--- src/hybla_cwnd_update_core_defines.svh ---
// assertion macros for the hybla window update core
`ifndef HYBLA_CWND_UPDATE_CORE_DEFINES_SVH
`define HYBLA_CWND_UPDATE_CORE_DEFINES_SVH
`ifndef SYNTHESIS
`define HCU_ASSERT_IMP(lbl, ante, cons) \
	lbl: assert property (@(posedge clk) disable iff (!arst_n) (ante) |-> (cons)) \
		else $error("hybla core check failed");
`define HCU_ASSERT_NEXT(lbl, ante, cons) \
	lbl: assert property (@(posedge clk) disable iff (!arst_n) (ante) |=> (cons)) \
		else $error("hybla core check failed");
`else
`define HCU_ASSERT_IMP(lbl, ante, cons)
`define HCU_ASSERT_NEXT(lbl, ante, cons)
`endif
`endif

--- src/hcu_pkg.sv ---
// types, constants and tables shared by the hybla window update core
package hcu_pkg;
	localparam int DIV_W = 48;
	localparam int DIV_CNT_W = 6;
	localparam int CFG_IDX_W = 2;
	localparam int CFG_DATA_W = 14;

	localparam logic [CFG_IDX_W-1:0] CFG_SMOOTHING = 2'd0;
	localparam logic [CFG_IDX_W-1:0] CFG_INFLIGHT = 2'd1;
	localparam logic [CFG_IDX_W-1:0] CFG_RTO = 2'd2;
	localparam logic [CFG_IDX_W-1:0] CFG_REF_RTT = 2'd3;

	localparam logic [15:0] ONE_Q15 = 16'd32768;
	localparam logic [15:0] HALF_Q15 = 16'd16384;
	localparam logic [15:0] GAP_FACTOR_Q15 = 16'd29491;
	localparam logic [12:0] RHO_ONE = 13'd256;
	localparam logic [12:0] RHO_MAX = 13'd4096;

	// ceil(2^34 / 1000), exact us to ms for any 24-bit value
	localparam logic [31:0] RECIP_1000 = 32'd17179870;

	typedef enum logic [5:0] {
		ST_IDLE, ST_SR_M1, ST_SR_M2, ST_SR_M3,
		ST_RHO_D1, ST_RHO_W1, ST_RHO_D2, ST_RHO_W2,
		ST_SC_D1, ST_SC_W1, ST_SC_D2, ST_SC_W2, ST_SC_M1, ST_SC_M2, ST_SC_M3,
		ST_SC_D3, ST_SC_W3, ST_SC_D4, ST_SC_W4, ST_SC_M4, ST_SC_M5, ST_SC_M6,
		ST_SS_CHK, ST_PW_M, ST_PW_A, ST_SS_PW, ST_SS_M1, ST_SS_M2, ST_SS_M3,
		ST_AV_CHK, ST_AV_M1, ST_AV_D, ST_AV_W, ST_AV_M2, ST_AV_A, ST_AV_P,
		ST_AV_M3, ST_AV_M4, ST_DONE
	} st_t;

	typedef struct packed {
		logic start;
		logic [DIV_W-1:0] dividend;
		logic [DIV_W-1:0] divisor;
		logic [DIV_CNT_W-1:0] nbits;
	} div_req_t;

	typedef struct packed {
		logic busy;
		logic done;
	} div_stat_t;

	// 2^(2^(i-8)) in Q2.30
	function automatic logic [31:0] frac_pow_q30(input logic [2:0] i);
		logic [31:0] v;
		case (i)
			3'd0: v = 32'd1076653033;
			3'd1: v = 32'd1079572136;
			3'd2: v = 32'd1085434106;
			3'd3: v = 32'd1097253708;
			3'd4: v = 32'd1121280436;
			3'd5: v = 32'd1170923762;
			3'd6: v = 32'd1276901417;
			3'd7: v = 32'd1518500250;
			default: v = 32'd1073741824;
		endcase
		return v;
	endfunction
endpackage

--- src/hcu_ifs.sv ---
// valid/ready channels for ack words and result words
interface hcu_ack_if;
	logic valid;
	logic ready;
	logic [23:0] rtt_sample_us;
	logic [23:0] min_rtt_us;
	logic [15:0] segments_acked;
	logic [31:0] cwnd_bytes;
	logic [31:0] ssthresh_bytes;
	logic [31:0] inflight_bytes;
	logic [23:0] stack_srtt_us;
	logic [31:0] next_tx_seq;
	logic [31:0] last_acked_seq;
	logic [15:0] segment_bytes;
	modport source (output valid, rtt_sample_us, min_rtt_us, segments_acked, cwnd_bytes,
		ssthresh_bytes, inflight_bytes, stack_srtt_us, next_tx_seq, last_acked_seq,
		segment_bytes, input ready);
	modport sink (input valid, rtt_sample_us, min_rtt_us, segments_acked, cwnd_bytes,
		ssthresh_bytes, inflight_bytes, stack_srtt_us, next_tx_seq, last_acked_seq,
		segment_bytes, output ready);
endinterface

interface hcu_result_if;
	logic valid;
	logic ready;
	logic [31:0] new_cwnd_bytes;
	logic [15:0] growth_scale;
	logic in_slow_start;
	modport source (output valid, new_cwnd_bytes, growth_scale, in_slow_start, input ready);
	modport sink (input valid, new_cwnd_bytes, growth_scale, in_slow_start, output ready);
endinterface

--- src/hybla_cwnd_update_core.sv ---
// hybla congestion window update core: sequencer and datapath
// Usage: one ack word enters on the ack channel (valid/ready), one result word
// leaves on the result channel. ack.ready is high only while the core is idle;
// each word is worked on alone by a sequencer that drives one shared 32x32
// multiplier and one shared radix-2 divider.
// The divider produces one quotient bit per cycle, up to 47 bits, and a word
// needs up to ten divisions (rho ratio, two passes of the scale factor,
// avoidance increment). The 2^rho product is built on the multiplier from
// the fractional bits of rho, then shifted by its integer part.
// The core takes no new word until it has finished the last one; a new word is
// taken while the previous result still waits in the output register.
// If the receiver stalls with a result pending, the next word is still
// computed and then held until the output register frees.
// Reset (arst_n low) sets the registers to their defaults, smoothed RTT to
// zero, rho to 1.0 and the window fraction to zero; configuration writes land
// at any cycle through cfg_write_en, cfg_index and cfg_data.
`include "hybla_cwnd_update_core_defines.svh"
module hybla_cwnd_update_core (
	input logic clk,
	input logic arst_n,
	input logic cfg_write_en,
	input logic [hcu_pkg::CFG_IDX_W-1:0] cfg_index,
	input logic [hcu_pkg::CFG_DATA_W-1:0] cfg_data,
	hcu_ack_if.sink ack,
	hcu_result_if.source result
);
	import hcu_pkg::*;

	st_t state_q, state_d;

	logic [8:0] w_q;
	logic [9:0] ithr_q;
	logic [11:0] rw_q;
	logic [13:0] ref_q;

	logic [23:0] s_q;
	logic [12:0] rho_q;
	logic [31:0] frac_q;

	logic [23:0] rtt_q, minrtt_q, ssrtt_q;
	logic [15:0] segs_q, seg_q;
	logic [31:0] cwnd_q, cwnd_in_q, ssth_q, infl_q, gap_q;
	logic [43:0] tmp_q;
	logic [14:0] ms_q;
	logic [39:0] d_q;
	logic [44:0] denom_q;
	logic [15:0] fin_q, frto_q, scale1_q, scale2_q;
	logic [31:0] cs_q, p_q, acc_q;
	logic gap_hit_q, slow_q, payout_q, pass_q;
	logic [2:0] pi_q;

	logic out_valid_q, out_slow_q;
	logic [31:0] out_cwnd_q;
	logic [15:0] out_scale_q;

	logic [31:0] mul_a, mul_b;
	logic [63:0] prod;
	div_req_t div_req;
	div_stat_t div_stat;
	logic [DIV_W-1:0] div_q;

	hcu_mul u_mul (.clk(clk), .a(mul_a), .b(mul_b), .prod(prod));
	hcu_div u_div (.clk(clk), .arst_n(arst_n), .req(div_req), .stat(div_stat),
		.quotient(div_q));

	logic accept, out_free, out_load, div_done;
	logic [8:0] w_eff;
	logic [13:0] ref_eff;
	logic [23:0] eff_rtt;
	st_t after_sr;

	assign accept = ack.valid && ack.ready;
	assign out_free = !out_valid_q || result.ready;
	assign out_load = (state_q == ST_DONE) && out_free;
	assign div_done = div_stat.done;
	assign w_eff = (w_q > 9'd256) ? 9'd256 : w_q;
	assign ref_eff = (ref_q == 14'd0) ? 14'd1 : ref_q;
	assign eff_rtt = (s_q != 24'd0) ? s_q : minrtt_q;
	assign after_sr = (rtt_q == minrtt_q) ? ST_RHO_D1 : ST_SC_D1;

	// datapath terms
	logic [34:0] sr_sum;
	logic [12:0] rho_new;
	logic [DIV_W-1:0] ratio, thr, drop, rr_raw;
	logic [15:0] fin_next;
	logic [39:0] d_next;
	logic [51:0] sc_sum;
	logic [44:0] denom_next;
	logic [15:0] f_fl;
	logic [33:0] pw, pwm;
	logic [32:0] ss_sum, av_sum;
	logic [40:0] acc_full;
	logic [31:0] acc_sat, cs_eff;
	logic [7:0] rho_lo;

	always_comb begin
		sr_sum = {1'b0, tmp_q[33:0]} + {1'b0, prod[33:0]};
		if (div_q < DIV_W'(RHO_ONE))
			rho_new = RHO_ONE;
		else if (div_q > DIV_W'(RHO_MAX))
			rho_new = RHO_MAX;
		else
			rho_new = div_q[12:0];
		ratio = (cwnd_q == 32'd0) ? '0 : div_q;
		thr = {31'b0, ithr_q, 7'b0};
		drop = (ratio - thr) >> 1;
		if (ratio > thr) begin
			fin_next = (drop >= DIV_W'(HALF_Q15)) ? HALF_Q15 : ONE_Q15 - drop[15:0];
		end else begin
			fin_next = ONE_Q15;
		end
		rr_raw = (s_q == 24'd0) ? DIV_W'(ONE_Q15) : div_q;
		d_next = (rr_raw < DIV_W'(ONE_Q15)) ? 40'd0 : 40'(rr_raw - DIV_W'(ONE_Q15));
		sc_sum = {8'b0, tmp_q} + {prod[19:0], 32'b0};
		denom_next = 45'(ONE_Q15) + {1'b0, sc_sum[51:8]};
		f_fl = (prod[30:15] < HALF_Q15) ? HALF_Q15 : prod[30:15];
		pw = {17'b0, p_q[30:14]} << rho_q[12:8];
		pwm = pw - 34'd65536;
		ss_sum = {1'b0, cwnd_q} + {1'b0, prod[47:16]};
		acc_full = {9'b0, frac_q} + prod[40:0];
		acc_sat = (acc_full[40:32] != 9'd0) ? 32'hFFFF_FFFF : acc_full[31:0];
		av_sum = {1'b0, cwnd_q} + {1'b0, prod[46:15]};
		cs_eff = (cs_q == 32'd0) ? 32'd1 : cs_q;
		rho_lo = rho_q[7:0];
	end

	// next state
	always_comb begin
		state_d = state_q;
		case (state_q)
			ST_IDLE: if (ack.valid) state_d = ST_SR_M1;
			ST_SR_M1: state_d = (s_q == 24'd0) ? after_sr : ST_SR_M2;
			ST_SR_M2: state_d = ST_SR_M3;
			ST_SR_M3: state_d = after_sr;
			ST_RHO_D1: state_d = ST_RHO_W1;
			ST_RHO_W1: state_d = ST_RHO_D2;
			ST_RHO_D2: state_d = ST_RHO_W2;
			ST_RHO_W2: if (div_done) state_d = ST_SC_D1;
			ST_SC_D1: state_d = ST_SC_W1;
			ST_SC_W1: if (div_done) state_d = ST_SC_D2;
			ST_SC_D2: state_d = ST_SC_W2;
			ST_SC_W2: if (div_done) state_d = ST_SC_M1;
			ST_SC_M1: state_d = ST_SC_M2;
			ST_SC_M2: state_d = ST_SC_M3;
			ST_SC_M3: state_d = ST_SC_D3;
			ST_SC_D3: state_d = ST_SC_W3;
			ST_SC_W3: if (div_done) state_d = ST_SC_D4;
			ST_SC_D4: state_d = ST_SC_W4;
			ST_SC_W4: if (div_done) state_d = ST_SC_M4;
			ST_SC_M4: state_d = ST_SC_M5;
			ST_SC_M5: state_d = ST_SC_M6;
			ST_SC_M6: state_d = pass_q ? ST_AV_M1 : ST_SS_CHK;
			ST_SS_CHK: state_d = (cwnd_q <= ssth_q && segs_q != 16'd0) ? ST_PW_M : ST_AV_CHK;
			ST_PW_M: state_d = ST_PW_A;
			ST_PW_A: state_d = (pi_q == 3'd7) ? ST_SS_PW : ST_PW_M;
			ST_SS_PW: state_d = ST_SS_M1;
			ST_SS_M1: state_d = ST_SS_M2;
			ST_SS_M2: state_d = ST_SS_M3;
			ST_SS_M3: state_d = ST_AV_CHK;
			ST_AV_CHK: begin
				if (cwnd_q >= ssth_q && segs_q != 16'd0)
					state_d = slow_q ? ST_SC_D1 : ST_AV_M1;
				else
					state_d = ST_DONE;
			end
			ST_AV_M1: state_d = ST_AV_D;
			ST_AV_D: state_d = ST_AV_W;
			ST_AV_W: if (div_done) state_d = ST_AV_M2;
			ST_AV_M2: state_d = ST_AV_A;
			ST_AV_A: state_d = ST_AV_P;
			ST_AV_P: state_d = (acc_q[31:16] != 16'd0) ? ST_AV_M3 : ST_DONE;
			ST_AV_M3: state_d = ST_AV_M4;
			ST_AV_M4: state_d = ST_DONE;
			ST_DONE: if (out_free) state_d = ST_IDLE;
			default: state_d = ST_IDLE;
		endcase
	end

	// unit operands
	always_comb begin
		mul_a = '0;
		mul_b = '0;
		div_req = '0;
		case (state_q)
			ST_SR_M1: begin
				mul_a = {8'b0, s_q};
				mul_b = {23'b0, w_eff};
			end
			ST_SR_M2: begin
				mul_a = {8'b0, rtt_q};
				mul_b = {23'b0, 9'd256 - w_eff};
			end
			// microseconds to milliseconds by reciprocal multiply
			ST_RHO_D1: begin
				mul_a = {8'b0, eff_rtt};
				mul_b = RECIP_1000;
			end
			ST_RHO_D2: begin
				div_req.start = 1'b1;
				div_req.dividend = {25'b0, ms_q, 8'b0};
				div_req.divisor = {34'b0, ref_eff};
				div_req.nbits = DIV_CNT_W'(23);
			end
			ST_SC_D1: begin
				div_req.start = 1'b1;
				div_req.dividend = {1'b0, infl_q, 15'b0};
				div_req.divisor = {16'b0, cwnd_q};
				div_req.nbits = DIV_CNT_W'(47);
			end
			ST_SC_D2: begin
				div_req.start = 1'b1;
				div_req.dividend = {8'b0, ssrtt_q, 16'b0};
				div_req.divisor = {24'b0, s_q};
				div_req.nbits = DIV_CNT_W'(40);
			end
			ST_SC_M1: begin
				mul_a = d_q[31:0];
				mul_b = {20'b0, rw_q};
			end
			ST_SC_M2: begin
				mul_a = {24'b0, d_q[39:32]};
				mul_b = {20'b0, rw_q};
			end
			ST_SC_D3: begin
				div_req.start = 1'b1;
				div_req.dividend = DIV_W'(32'h4000_0000);
				div_req.divisor = {3'b0, denom_q};
				div_req.nbits = DIV_CNT_W'(31);
			end
			ST_SC_D4: begin
				div_req.start = 1'b1;
				div_req.dividend = {16'b0, cwnd_q};
				div_req.divisor = {32'b0, seg_q};
				div_req.nbits = DIV_CNT_W'(32);
			end
			ST_SC_M4: begin
				mul_a = {16'b0, fin_q};
				mul_b = {16'b0, frto_q};
			end
			ST_SC_M5: begin
				mul_a = {16'b0, prod[30:15]};
				mul_b = {16'b0, gap_hit_q ? GAP_FACTOR_Q15 : ONE_Q15};
			end
			ST_PW_M: begin
				mul_a = p_q;
				mul_b = frac_pow_q30(pi_q);
			end
			ST_SS_M1: begin
				mul_a = tmp_q[31:0];
				mul_b = {16'b0, scale1_q};
			end
			ST_SS_M2: begin
				mul_a = prod[46:15];
				mul_b = {16'b0, seg_q};
			end
			ST_AV_M1: begin
				mul_a = {19'b0, rho_q};
				mul_b = {19'b0, rho_q};
			end
			ST_AV_D: begin
				div_req.start = 1'b1;
				div_req.dividend = {23'b0, prod[24:0]};
				div_req.divisor = {16'b0, cs_eff};
				div_req.nbits = DIV_CNT_W'(25);
			end
			ST_AV_M2: begin
				mul_a = tmp_q[31:0];
				mul_b = {16'b0, segs_q};
			end
			ST_AV_P: begin
				mul_a = {16'b0, acc_q[31:16]};
				mul_b = {16'b0, scale2_q};
			end
			ST_AV_M3: begin
				mul_a = prod[31:0];
				mul_b = {16'b0, seg_q};
			end
			default: begin
				mul_a = '0;
			end
		endcase
	end

	assign ack.ready = (state_q == ST_IDLE);

	always_ff @(posedge clk or negedge arst_n) begin
		if (!arst_n) begin
			state_q <= ST_IDLE;
			w_q <= 9'd230;
			ithr_q <= 10'd205;
			rw_q <= 12'd256;
			ref_q <= 14'd50;
			s_q <= '0;
			rho_q <= RHO_ONE;
			frac_q <= '0;
			out_valid_q <= 1'b0;
		end else begin
			state_q <= state_d;
			if (cfg_write_en) begin
				case (cfg_index)
					CFG_SMOOTHING: w_q <= cfg_data[8:0];
					CFG_INFLIGHT: ithr_q <= cfg_data[9:0];
					CFG_RTO: rw_q <= cfg_data[11:0];
					CFG_REF_RTT: ref_q <= cfg_data[13:0];
					default: ref_q <= ref_q;
				endcase
			end
			if (state_q == ST_SR_M1 && s_q == 24'd0)
				s_q <= rtt_q;
			if (state_q == ST_SR_M3)
				s_q <= sr_sum[31:8];
			if (state_q == ST_RHO_W2 && div_done)
				rho_q <= rho_new;
			if (state_q == ST_AV_P && acc_q[31:16] == 16'd0)
				frac_q <= acc_q;
			if (state_q == ST_AV_M4)
				frac_q <= {16'b0, acc_q[15:0]};
			if (out_load)
				out_valid_q <= 1'b1;
			else if (result.ready)
				out_valid_q <= 1'b0;
		end
	end

	always_ff @(posedge clk) begin
		case (state_q)
			ST_IDLE: begin
				if (accept) begin
					rtt_q <= ack.rtt_sample_us;
					minrtt_q <= ack.min_rtt_us;
					segs_q <= ack.segments_acked;
					cwnd_q <= ack.cwnd_bytes;
					cwnd_in_q <= ack.cwnd_bytes;
					ssth_q <= ack.ssthresh_bytes;
					infl_q <= ack.inflight_bytes;
					ssrtt_q <= ack.stack_srtt_us;
					gap_q <= ack.next_tx_seq - ack.last_acked_seq;
					seg_q <= (ack.segment_bytes == 16'd0) ? 16'd1 : ack.segment_bytes;
					slow_q <= 1'b0;
					payout_q <= 1'b0;
					pass_q <= 1'b0;
				end
			end
			ST_SR_M2: tmp_q <= prod[43:0];
			ST_RHO_W1: ms_q <= prod[48:34];
			ST_SC_W1: if (div_done) fin_q <= fin_next;
			ST_SC_W2: if (div_done) d_q <= d_next;
			ST_SC_M2: tmp_q <= prod[43:0];
			ST_SC_M3: denom_q <= denom_next;
			ST_SC_W3: if (div_done) frto_q <= div_q[15:0];
			ST_SC_W4: begin
				if (div_done) begin
					cs_q <= div_q[31:0];
					gap_hit_q <= {1'b0, gap_q} > {div_q[31:0], 1'b0};
				end
			end
			ST_SC_M6: begin
				scale2_q <= f_fl;
				if (!pass_q)
					scale1_q <= f_fl;
			end
			ST_SS_CHK: begin
				if (cwnd_q <= ssth_q)
					slow_q <= 1'b1;
				p_q <= 32'h4000_0000;
				pi_q <= 3'd0;
			end
			ST_PW_A: begin
				if (rho_lo[pi_q])
					p_q <= prod[61:30];
				pi_q <= pi_q + 3'd1;
			end
			ST_SS_PW: tmp_q <= {12'b0, pwm[31:0]};
			ST_SS_M3: begin
				cwnd_q <= (ss_sum > {1'b0, ssth_q}) ? ssth_q : ss_sum[31:0];
				segs_q <= segs_q - 16'd1;
			end
			ST_AV_CHK: begin
				if (cwnd_q >= ssth_q && segs_q != 16'd0 && slow_q)
					pass_q <= 1'b1;
			end
			ST_AV_W: if (div_done) tmp_q <= {19'b0, div_q[24:0]};
			ST_AV_A: acc_q <= acc_sat;
			ST_AV_M4: begin
				cwnd_q <= av_sum[32] ? 32'hFFFF_FFFF : av_sum[31:0];
				payout_q <= 1'b1;
			end
			ST_DONE: begin
				if (out_free) begin
					out_cwnd_q <= cwnd_q;
					out_scale_q <= payout_q ? scale2_q : scale1_q;
					out_slow_q <= slow_q;
				end
			end
			default: begin
				tmp_q <= tmp_q;
			end
		endcase
	end

	assign result.valid = out_valid_q;
	assign result.new_cwnd_bytes = out_cwnd_q;
	assign result.growth_scale = out_scale_q;
	assign result.in_slow_start = out_slow_q;

	`HCU_ASSERT_IMP(a_div_start_idle, div_req.start, !div_stat.busy)
	`HCU_ASSERT_IMP(a_rho_range, 1'b1, rho_q >= RHO_ONE && rho_q <= RHO_MAX)
	`HCU_ASSERT_IMP(a_scale_range, result.valid, result.growth_scale >= HALF_Q15 && result.growth_scale <= ONE_Q15)
	`HCU_ASSERT_NEXT(a_window_grows, out_load, result.new_cwnd_bytes >= cwnd_in_q)
endmodule

--- src/hcu_mul.sv ---
// shared 32x32 multiplier with registered product
module hcu_mul (
	input logic clk,
	input logic [31:0] a,
	input logic [31:0] b,
	output logic [63:0] prod
);
	always_ff @(posedge clk) begin
		prod <= {32'b0, a} * {32'b0, b};
	end
endmodule

--- src/hcu_div.sv ---
// shared radix-2 restoring divider, one quotient bit per cycle
module hcu_div (
	input logic clk,
	input logic arst_n,
	input hcu_pkg::div_req_t req,
	output hcu_pkg::div_stat_t stat,
	output logic [hcu_pkg::DIV_W-1:0] quotient
);
	import hcu_pkg::*;

	logic busy_q, done_q;
	logic [DIV_CNT_W-1:0] cnt_q;
	logic [DIV_W-1:0] rem_q, dq_q, dvs_q;
	logic [DIV_W+1:0] trial;
	logic ge;

	assign trial = {1'b0, rem_q, dq_q[DIV_W-1]} - {2'b0, dvs_q};
	assign ge = !trial[DIV_W+1];

	always_ff @(posedge clk or negedge arst_n) begin
		if (!arst_n) begin
			busy_q <= 1'b0;
			done_q <= 1'b0;
			cnt_q <= '0;
		end else begin
			done_q <= 1'b0;
			if (req.start) begin
				busy_q <= 1'b1;
				cnt_q <= req.nbits;
			end else if (busy_q) begin
				cnt_q <= cnt_q - 1'b1;
				if (cnt_q == DIV_CNT_W'(1)) begin
					busy_q <= 1'b0;
					done_q <= 1'b1;
				end
			end
		end
	end

	// dividend is left aligned so only its meaningful bits are iterated
	always_ff @(posedge clk) begin
		if (req.start) begin
			rem_q <= '0;
			dvs_q <= req.divisor;
			dq_q <= req.dividend << (DIV_CNT_W'(DIV_W) - req.nbits);
		end else if (busy_q) begin
			rem_q <= ge ? trial[DIV_W-1:0] : {rem_q[DIV_W-2:0], dq_q[DIV_W-1]};
			dq_q <= {dq_q[DIV_W-2:0], ge};
		end
	end

	assign stat.busy = busy_q;
	assign stat.done = done_q;
	assign quotient = dq_q;
endmodule
--- src/flat_wrapper.sv ---
// flat-port wrapper written by rule: the top's interface ports become plain ports
module hybla_cwnd_update_core_flat import hcu_pkg::*;
  (clk, arst_n, cfg_write_en, cfg_index, cfg_data, ack_valid, ack_rtt_sample_us, ack_min_rtt_us, ack_segments_acked, ack_cwnd_bytes, ack_ssthresh_bytes, ack_inflight_bytes, ack_stack_srtt_us, ack_next_tx_seq, ack_last_acked_seq, ack_segment_bytes, ack_ready, result_valid, result_new_cwnd_bytes, result_growth_scale, result_in_slow_start, result_ready);
  hcu_ack_if ack_i ();
  hcu_result_if result_i ();
  input logic clk;
  input logic arst_n;
  input logic cfg_write_en;
  input logic [hcu_pkg::CFG_IDX_W-1:0] cfg_index;
  input logic [hcu_pkg::CFG_DATA_W-1:0] cfg_data;
  input wire logic [$bits(ack_i.valid)-1:0] ack_valid;
  input wire logic [$bits(ack_i.rtt_sample_us)-1:0] ack_rtt_sample_us;
  input wire logic [$bits(ack_i.min_rtt_us)-1:0] ack_min_rtt_us;
  input wire logic [$bits(ack_i.segments_acked)-1:0] ack_segments_acked;
  input wire logic [$bits(ack_i.cwnd_bytes)-1:0] ack_cwnd_bytes;
  input wire logic [$bits(ack_i.ssthresh_bytes)-1:0] ack_ssthresh_bytes;
  input wire logic [$bits(ack_i.inflight_bytes)-1:0] ack_inflight_bytes;
  input wire logic [$bits(ack_i.stack_srtt_us)-1:0] ack_stack_srtt_us;
  input wire logic [$bits(ack_i.next_tx_seq)-1:0] ack_next_tx_seq;
  input wire logic [$bits(ack_i.last_acked_seq)-1:0] ack_last_acked_seq;
  input wire logic [$bits(ack_i.segment_bytes)-1:0] ack_segment_bytes;
  output wire logic [$bits(ack_i.ready)-1:0] ack_ready;
  output wire logic [$bits(result_i.valid)-1:0] result_valid;
  output wire logic [$bits(result_i.new_cwnd_bytes)-1:0] result_new_cwnd_bytes;
  output wire logic [$bits(result_i.growth_scale)-1:0] result_growth_scale;
  output wire logic [$bits(result_i.in_slow_start)-1:0] result_in_slow_start;
  input wire logic [$bits(result_i.ready)-1:0] result_ready;
  assign ack_i.valid = ack_valid;
  assign ack_i.rtt_sample_us = ack_rtt_sample_us;
  assign ack_i.min_rtt_us = ack_min_rtt_us;
  assign ack_i.segments_acked = ack_segments_acked;
  assign ack_i.cwnd_bytes = ack_cwnd_bytes;
  assign ack_i.ssthresh_bytes = ack_ssthresh_bytes;
  assign ack_i.inflight_bytes = ack_inflight_bytes;
  assign ack_i.stack_srtt_us = ack_stack_srtt_us;
  assign ack_i.next_tx_seq = ack_next_tx_seq;
  assign ack_i.last_acked_seq = ack_last_acked_seq;
  assign ack_i.segment_bytes = ack_segment_bytes;
  assign ack_ready = ack_i.ready;
  assign result_valid = result_i.valid;
  assign result_new_cwnd_bytes = result_i.new_cwnd_bytes;
  assign result_growth_scale = result_i.growth_scale;
  assign result_in_slow_start = result_i.in_slow_start;
  assign result_i.ready = result_ready;
  hybla_cwnd_update_core u_core (.clk(clk), .arst_n(arst_n), .cfg_write_en(cfg_write_en), .cfg_index(cfg_index), .cfg_data(cfg_data), .ack(ack_i), .result(result_i));
endmodule
--- config.mk ---
export PLATFORM = sky130hd
export DESIGN_NAME = hybla_cwnd_update_core_flat
export DESIGN_NICKNAME = d
export VERILOG_FILES = /design/src/hcu_pkg.sv /design/src/hcu_ifs.sv /design/src/hybla_cwnd_update_core.sv /design/src/hcu_mul.sv /design/src/hcu_div.sv /design/src/flat_wrapper.sv
export VERILOG_INCLUDE_DIRS = /design/src /design/src/src
export SDC_FILE = /design/constraint.sdc
export NUM_CORES = 2
export LEC_CHECK = 0
export BUFFER_PORTS_ARGS = -buffer_cell sky130_fd_sc_hd__buf_4
export CORE_AREA = 3 3 447 449
export DETAILED_ROUTE_END_ITERATION = 10
export DIE_AREA = 0 0 450 452
export PLACE_DENSITY_LB_ADDON = 0.05
export SLEW_MARGIN = 20
export SYNTH_ARGS = -nofsm -noshare
export SYNTH_HDL_FRONTEND = slang
export SYNTH_SLANG_ARGS = --single-unit
--- constraint.sdc ---
create_clock -name clk -period 20.3 [get_ports clk]
set_clock_uncertainty 0.05 [all_clocks]
set_input_delay 2.03 -clock clk [delete_from_list [all_inputs] [get_ports clk]]
set_output_delay 2.03 -clock clk [all_outputs]
set_load 0.03 [all_outputs]
**Word-level counts from Yosys, hierarchy flattened**

Memories as Yosys holds them, arrays and structs flattened. A register that Yosys moved wholly into a read port is not among the register bits.
Index checks and enable logic that the tools add are counted.

- Magnitude comparators: 12
- Equal/unequal tests: 56
- Reduce and logical (&&, ||, !) cells: 58
- Muxes and demuxes: 69
- Bitwise logic cells: 2
- $add $sub $neg: 17
- $mul: 1
- Shifts and indexed selects: 2

Operators with widths:

| operator | count |
|---|---|
| case mux 103 bit (6 select lines) | 1 |
| case mux 32 bit (13 select lines) | 1 |
| case mux 32 bit (12 select lines) | 1 |
| two-way mux 48 bit | 5 |
| case mux 6 bit (39 select lines) | 1 |
| two-way mux 32 bit | 7 |
| case mux 44 bit (3 select lines) | 1 |
| == test 6 x 5 -> 1 bit, second input constant | 16 |
| case mux 32 bit (3 select lines) | 1 |
| two-way mux 16 bit | 5 |
| two-way mux 24 bit | 3 |
| two-way mux 6 bit | 12 |
| adder 32 x 32 -> 33 bit | 2 |
| zero test 32 bit | 2 |
| case mux 32 bit (2 select lines) | 1 |
| multiplier 32 x 32 -> 62 bit | 1 |
| adder 44 x 52 -> 52 bit | 1 |
| subtractor 49 x 48 -> 50 bit | 1 |
| == test 6 x 4 -> 1 bit, second input constant | 8 |
| greater-than comparator 48 x 13 -> 1 bit, second input constant | 1 |
| greater-than comparator 48 x 17 -> 1 bit | 1 |
| < comparator 48 x 16 -> 1 bit, second input constant | 1 |
| < comparator 48 x 9 -> 1 bit, second input constant | 1 |
| left shift 48 x 6 -> 48 bit | 1 |
| 63 further kinds | 142 |

- Output and inout bits: 51
- Input port bits: 285
- Bits in read-only memories: 224
- Bits in registers: 927
- Word-level logic and storage cells: 263
- Memories: 1

Memories:

| memory | words | width | read ports | clocked after Yosys merged registers in | wr ports | RTL line | RTL |
|---|---|---|---|---|---|---|---|
| (no name shown) | 8 | 28 | 1 | 1 | 0 | hcu_pkg.sv:47 | `case (i)` |

**Logic depth before layout (Yosys ltp)**

- Depth in word-level cells: 6
- Gate-level depth with buffers: 43
- Gate-level depth less buffers: 38

**Hierarchy**

Synthesis repeated with hierarchy kept, for this count alone.

- Cell total of the unflattened synthesis: 9655
- Area total of the unflattened synthesis: 92545.0 um^2

Modules (own cells, without submodules):

| module | times used | cells each | seq. area each (um^2) | area an instance (um^2) |
|---|---|---|---|---|
| hybla_cwnd_update_core | 1 | 4512 | 21364.2 | 45911.5 |
| hcu_mul | 1 | 3860 | 1281.2 | 35036.1 |
| hcu_div | 1 | 1283 | 4043.9 | 11597.4 |

**Worst setup path after synthesis**

No wires, ideal clock.

- Path kind: flip-flop to flip-flop
- Start point: reg u_core.state_q[3]
- End point: reg u_core.u_mul.prod[60]
- Data arrival time: 9.392 ns
- Stages on the path, launching flop included: 38
- Data required time: 20.178 ns
- Slack: 10.786 ns
- Buffers on the path: 5
- Period minus slack after synthesis: 9.514 ns
- Library setup time: 0.072 ns
- Path through: dfrtp_1 buf_2 nor2_1 nand2_1 nor2_1 clkbuf_1 clkbuf_1 a22oi_1 nand3_1 clkbuf_1 clkbuf_1 nand2_1 fa_1 inv_1 fa_1 inv_1 fa_1 fa_1 [2 not listed] fa_1 fa_1 inv_1 fa_1 inv_1 ha_1 a21oi_1 o21ai_0 a211oi_1 o31ai_1 a211oi_1 a31oi_1 a21o_1 a211oi_1 o311ai_1 a31o_2 a21oi_1 xnor2_1

- Cells in the longest elaborated chain, start to end: 4
- Elaborated cells between the ends (all ways): 20
- Those cells by class: mul (1); eq/ne (14); mux (2); reduce/logical (3)

Ends and longest elaborated chain:

| item | RTL line | RTL |
|---|---|---|
| from (decl) | hybla_cwnd_update_core.sv:29 | `st_t state_q, state_d;` |
| from (signal assigned) | hybla_cwnd_update_core.sv:298 | `state_q <= state_d;` |
| == test 6 x 5 -> 1 bit (tied with other cells) | hybla_cwnd_update_core.sv:184 | `case (state_q)` |
| OR reduction 2 bit (no source line) | n/a |  |
| case mux 32 bit (13 select lines) or case mux 32 bit (12 select lines) (tied branches) | hybla_cwnd_update_core.sv:184 |  |
| multiplier 32 x 32 -> 62 bit (*) | hcu_mul.sv:9 | `prod <= {32'b0, a} * {32'b0, b};` |
| to (signal assigned) | hcu_mul.sv:9 |  |
| to (decl) | hcu_mul.sv:6 | `output logic [63:0] prod` |

Every way passes the cells marked *; elsewhere a longest branch is shown, timed or not.
A chain may end at the register's enable or synchronous reset.

**Worst setup path after layout**

- Start point: reg u_core.state_q[2]
- End point: reg u_core.u_mul.prod[61]

The elaborated chain is that of the path after synthesis.

==> metrics.yaml <==
setup_path:
  crit_start: "u_core.state_q[2]"
  crit_path_max_fanout: 32
  cp_slowest_cell: "a211oi_1"
  r2r_end: "u_core.u_mul.prod[61]"
  startpoint_type: "flip-flop"
  cp.required_ns: 20.91
  r2r-start: "u_core.state_q[2]"
  critical_path_class: "reg2reg"
  arrival_ns: 12.88
  path_common_cell: "fa_1"
  reg2reg_slack_ns: 8.02
  cp-end-kind: "flip-flop"
  cpPeakStageDelay_ns: 1.03
  reg2reg_depth: 32
sta:
  worst_pin_slew_ns: 1.26
  layout_setup_ws_ns: 8.02
  hold_viol_final: 0
  finalCritPeriodShare_pct: 60.5
  max_slew_margin_pct: 15.8
  post-route-min-period_ns: 12.28
  report.final.slew_viol_count: 0
  max_freq_ghz: 0.0815
  setup-tns-final_ns: 0
  setup_violations: 0
  rsz0062_at_grt: "no"
  fin_hold_ws_ns: 0.404
synthesis:
  yosys_warnings: 0
  synth_cell_types: 112
  async_flop_share_pct: 13.6
  synth_edf_count: 685
  syn_area_um2: 87900
  ys.flop_type: "edfxtp_1"
  syn_area_per_cell_um2: 9.54
  syn_nets: 11000
  netlist_instances: 9217
  synth-seq-cells: 951
  seq_area_frac_synth_pct: 30.2
power:
  power.share.combinational_pct: 4.1
  power.switching_mw: 1.03
  seqPwrFrac_pct: 47.5
  clock_power_share_pct: 48.3
  p_int_mw: 3.41
  peakVddDrop_v: 0.0000760
  power-per-cell-area_nw_per_um2: 45.2
  p_leak_nw: 44.2
  swShare_pct: 23.1
routing:
  dr.pass1.iters: 9
  num_vias: 74400
  drtIter0Drc: 8978
  viasPerCell: 6.09
  routedWlPerCell_um: 31.7
  finalWirelength_um: 387000
  ant_nets: 0
  drc: 0
floorplan:
  rows: 163
  design.core.area_um2: 197000
  dieArea_um2: 203000
  die-height_um: 452
  start_util_pct: 44.7
  die_w_um: 450
  ios: 336
placed_design:
  dpl.hpwl_um: 300000
  place_congestion: 1.06
  io_buffers: 335
  preCtsSetupSlack_ns: 8.32
grt:
  grt_pass1_vias: 73200
  grt_util_all_layers_pct: 37.4
  antenna_found_initial: 53
  grt_max_degree: 86
  grt_remaining_overflow: 0
  grt_pass1_wl_um: 542000
clock_network:
  cts_made_buffers: 112
  cts_setup_buffers: 0
  cts_max_path_buffers: 3
  path_clk_slew_ns: 0.06
  ctsResizeCount: 0
  cts_sinks: 951
  cts-root-buf: "clkbuf_16"
  cts_tree: "built"
  cts.htree.levels: 3
  clkLatencyLatePin_ns: 0.80
  postCtsHoldBufs: 0
finish:
  mostFrequentLayoutCells: "inv_1 (1235), nand2_1 (874), fa_1 (842), nor2_1 (790), edfxtp_1 (685)"
  area_growth_pct: 11.6
  drive_above_1_share_pct: 11.0
  nets: 11200
  final_common_cell: "inv_1"
  post-route-util_pct: 49.9
hold_path:
  hold_depth: 0
  whs_endpoint: "u_core.result.new_cwnd_bytes[2]"
  min_from: "u_core.cwnd_q[2]"
  min_path_type: "reg2reg"
status:
  status: "finished, final reports clean"
run:
  maxCapViolations: 0
-- synthesized netlist by cell type, types with 55 or more instances --
cell type / count / area (um^2)
nor2_1: 821 / 3080
a21oi_1: 472 / 2360
xor2_1: 138 / 1210
a222oi_1: 69 / 691
nor4_1: 69 / 432
inv_1: 1238 / 4650
nor2b_1: 79 / 494
nor3_1: 108 / 541
a21o_1: 150 / 1130
edfxtp_1: 685 / 20600
xnor2_1: 219 / 1920
clkbuf_1: 392 / 1470
and2_1: 226 / 1410
nand4_1: 68 / 425
nand3_1: 128 / 641
dfrtp_1: 114 / 2850
dfxtp_1: 137 / 2740
a211oi_1: 86 / 646
o21a_1: 55 / 413
mux2i_1: 115 / 1150
ha_1: 614 / 7680
mux2_2: 96 / 1080
nand2b_1: 99 / 619
a22oi_1: 131 / 983
fa_1: 842 / 16900
o21ai_0: 352 / 1760
and3_1: 110 / 688
nand2_1: 876 / 3290
-- power groups by stage --
stage               clock network, mW  registers [mW]  logic, mW
floorplan                           0            2.14      0.102
global placement                    0            2.15      0.180
detailed placement                  0            2.15      0.182
CTS                              2.17            2.11      0.183
global route                     2.25            2.11      0.201
finish                           2.15            2.11      0.184
-- through the flow --
stage / std cells / area, um^2 / total power, mW
global route: 12200 / 98000 / 4.56
floorplan: 9217 / 87900 / 2.24
detailed placement: 12000 / 94200 / 2.33
CTS: 12200 / 98000 / 4.46
finish: 12200 / 98100 / 4.44
global placement: 12000 / 94100 / 2.33
-- routing by layer --
layer / global-route usage, % / vias to the layer above / wire length, um
met1: 50.8 / 37500 / 158000
met4: 19.5 / 8 / 24200
met5: 0 / - / 56
li1: - / 31900 / -
met3: 9.30 / 897 / 40900
met2: 55.2 / 4049 / 164000
-- final cells by class --
| type | instances | area (um^2) |
|---|---|---|
| Inverter | 1243 | 4680 |
| Timing Repair Buffer | 569 | 4280 |
| Tap cell | 2640 | 3300 |
| Clock buffer | 147 | 3090 |
| Fill cell | 18600 | 98500 |
| Multi-Input combinational cell | 6565 | 55300 |
| Antenna cell | 35 | 87.6 |
| Sequential cell | 951 | 26600 |
| Clock inverter | 65 | 772 |
-- cell families after synthesis --
| kind of cell | synth area share (%) |
|---|---|
| adders and majority gates | 27.9 |
| buffers and inverters | 7.38 |
| AOI/OAI and AO/OA | 13.6 |
| xor gates and xnor gates | 3.56 |
| and+or+nand+nor | 14.6 |
| muxes | 2.77 |
| DFF | 30.2 |
-- critical path, delay by kind of cell (launching register included) --
kind,cells,cell delay (ns)
AOI/OAI and AO/OA,10,4.09
xor gates and xnor gates,1,0.12
adders and majority gates,9,4.52
buffers and inverters,6,1.03
DFF,1,0.79
and+or+nand+nor,6,1.49
-- registers in the layout, indices dropped and copies added, names as in the netlist, 24 cells and up, named ones only --
| name | flops |
|---|---|
| u_core.u_mul.prod | 62 |
| u_core.u_div.quotient | 48 |
| u_core.u_div.rem_q | 48 |
| u_core.denom_q | 45 |
| u_core.u_div.dvs_q | 45 |
| u_core.tmp_q | 44 |
| u_core.d_q | 40 |
| u_core.acc_q | 32 |
| u_core.cs_q | 32 |
| u_core.cwnd_q | 32 |
| u_core.frac_q | 32 |
| u_core.gap_q | 32 |
| u_core.infl_q | 32 |
| u_core.p_q | 32 |
| u_core.result.new_cwnd_bytes | 32 |
| u_core.ssth_q | 32 |
| u_core.minrtt_q | 24 |
| u_core.rtt_q | 24 |
| u_core.s_q | 24 |
| u_core.ssrtt_q | 24 |
-- worst max-delay path by stage --
stage | end | slack, ns | cells past startpoint
final | u_core.u_mul.prod[61] | 8.02 | 32
after global routing | u_core.u_mul.prod[61] | 7.75 | 32
after CTS | u_core.u_mul.prod[60] | 8.23 | 32
after detailed placement | u_core.u_mul.prod[60] | 8.32 | 32
after global placement | u_core.u_mul.prod[60] | 8.32 | 34
after floorplan | u_core.u_mul.prod[60] | 10.79 | 37
Power figures use the tool's default switching activity.
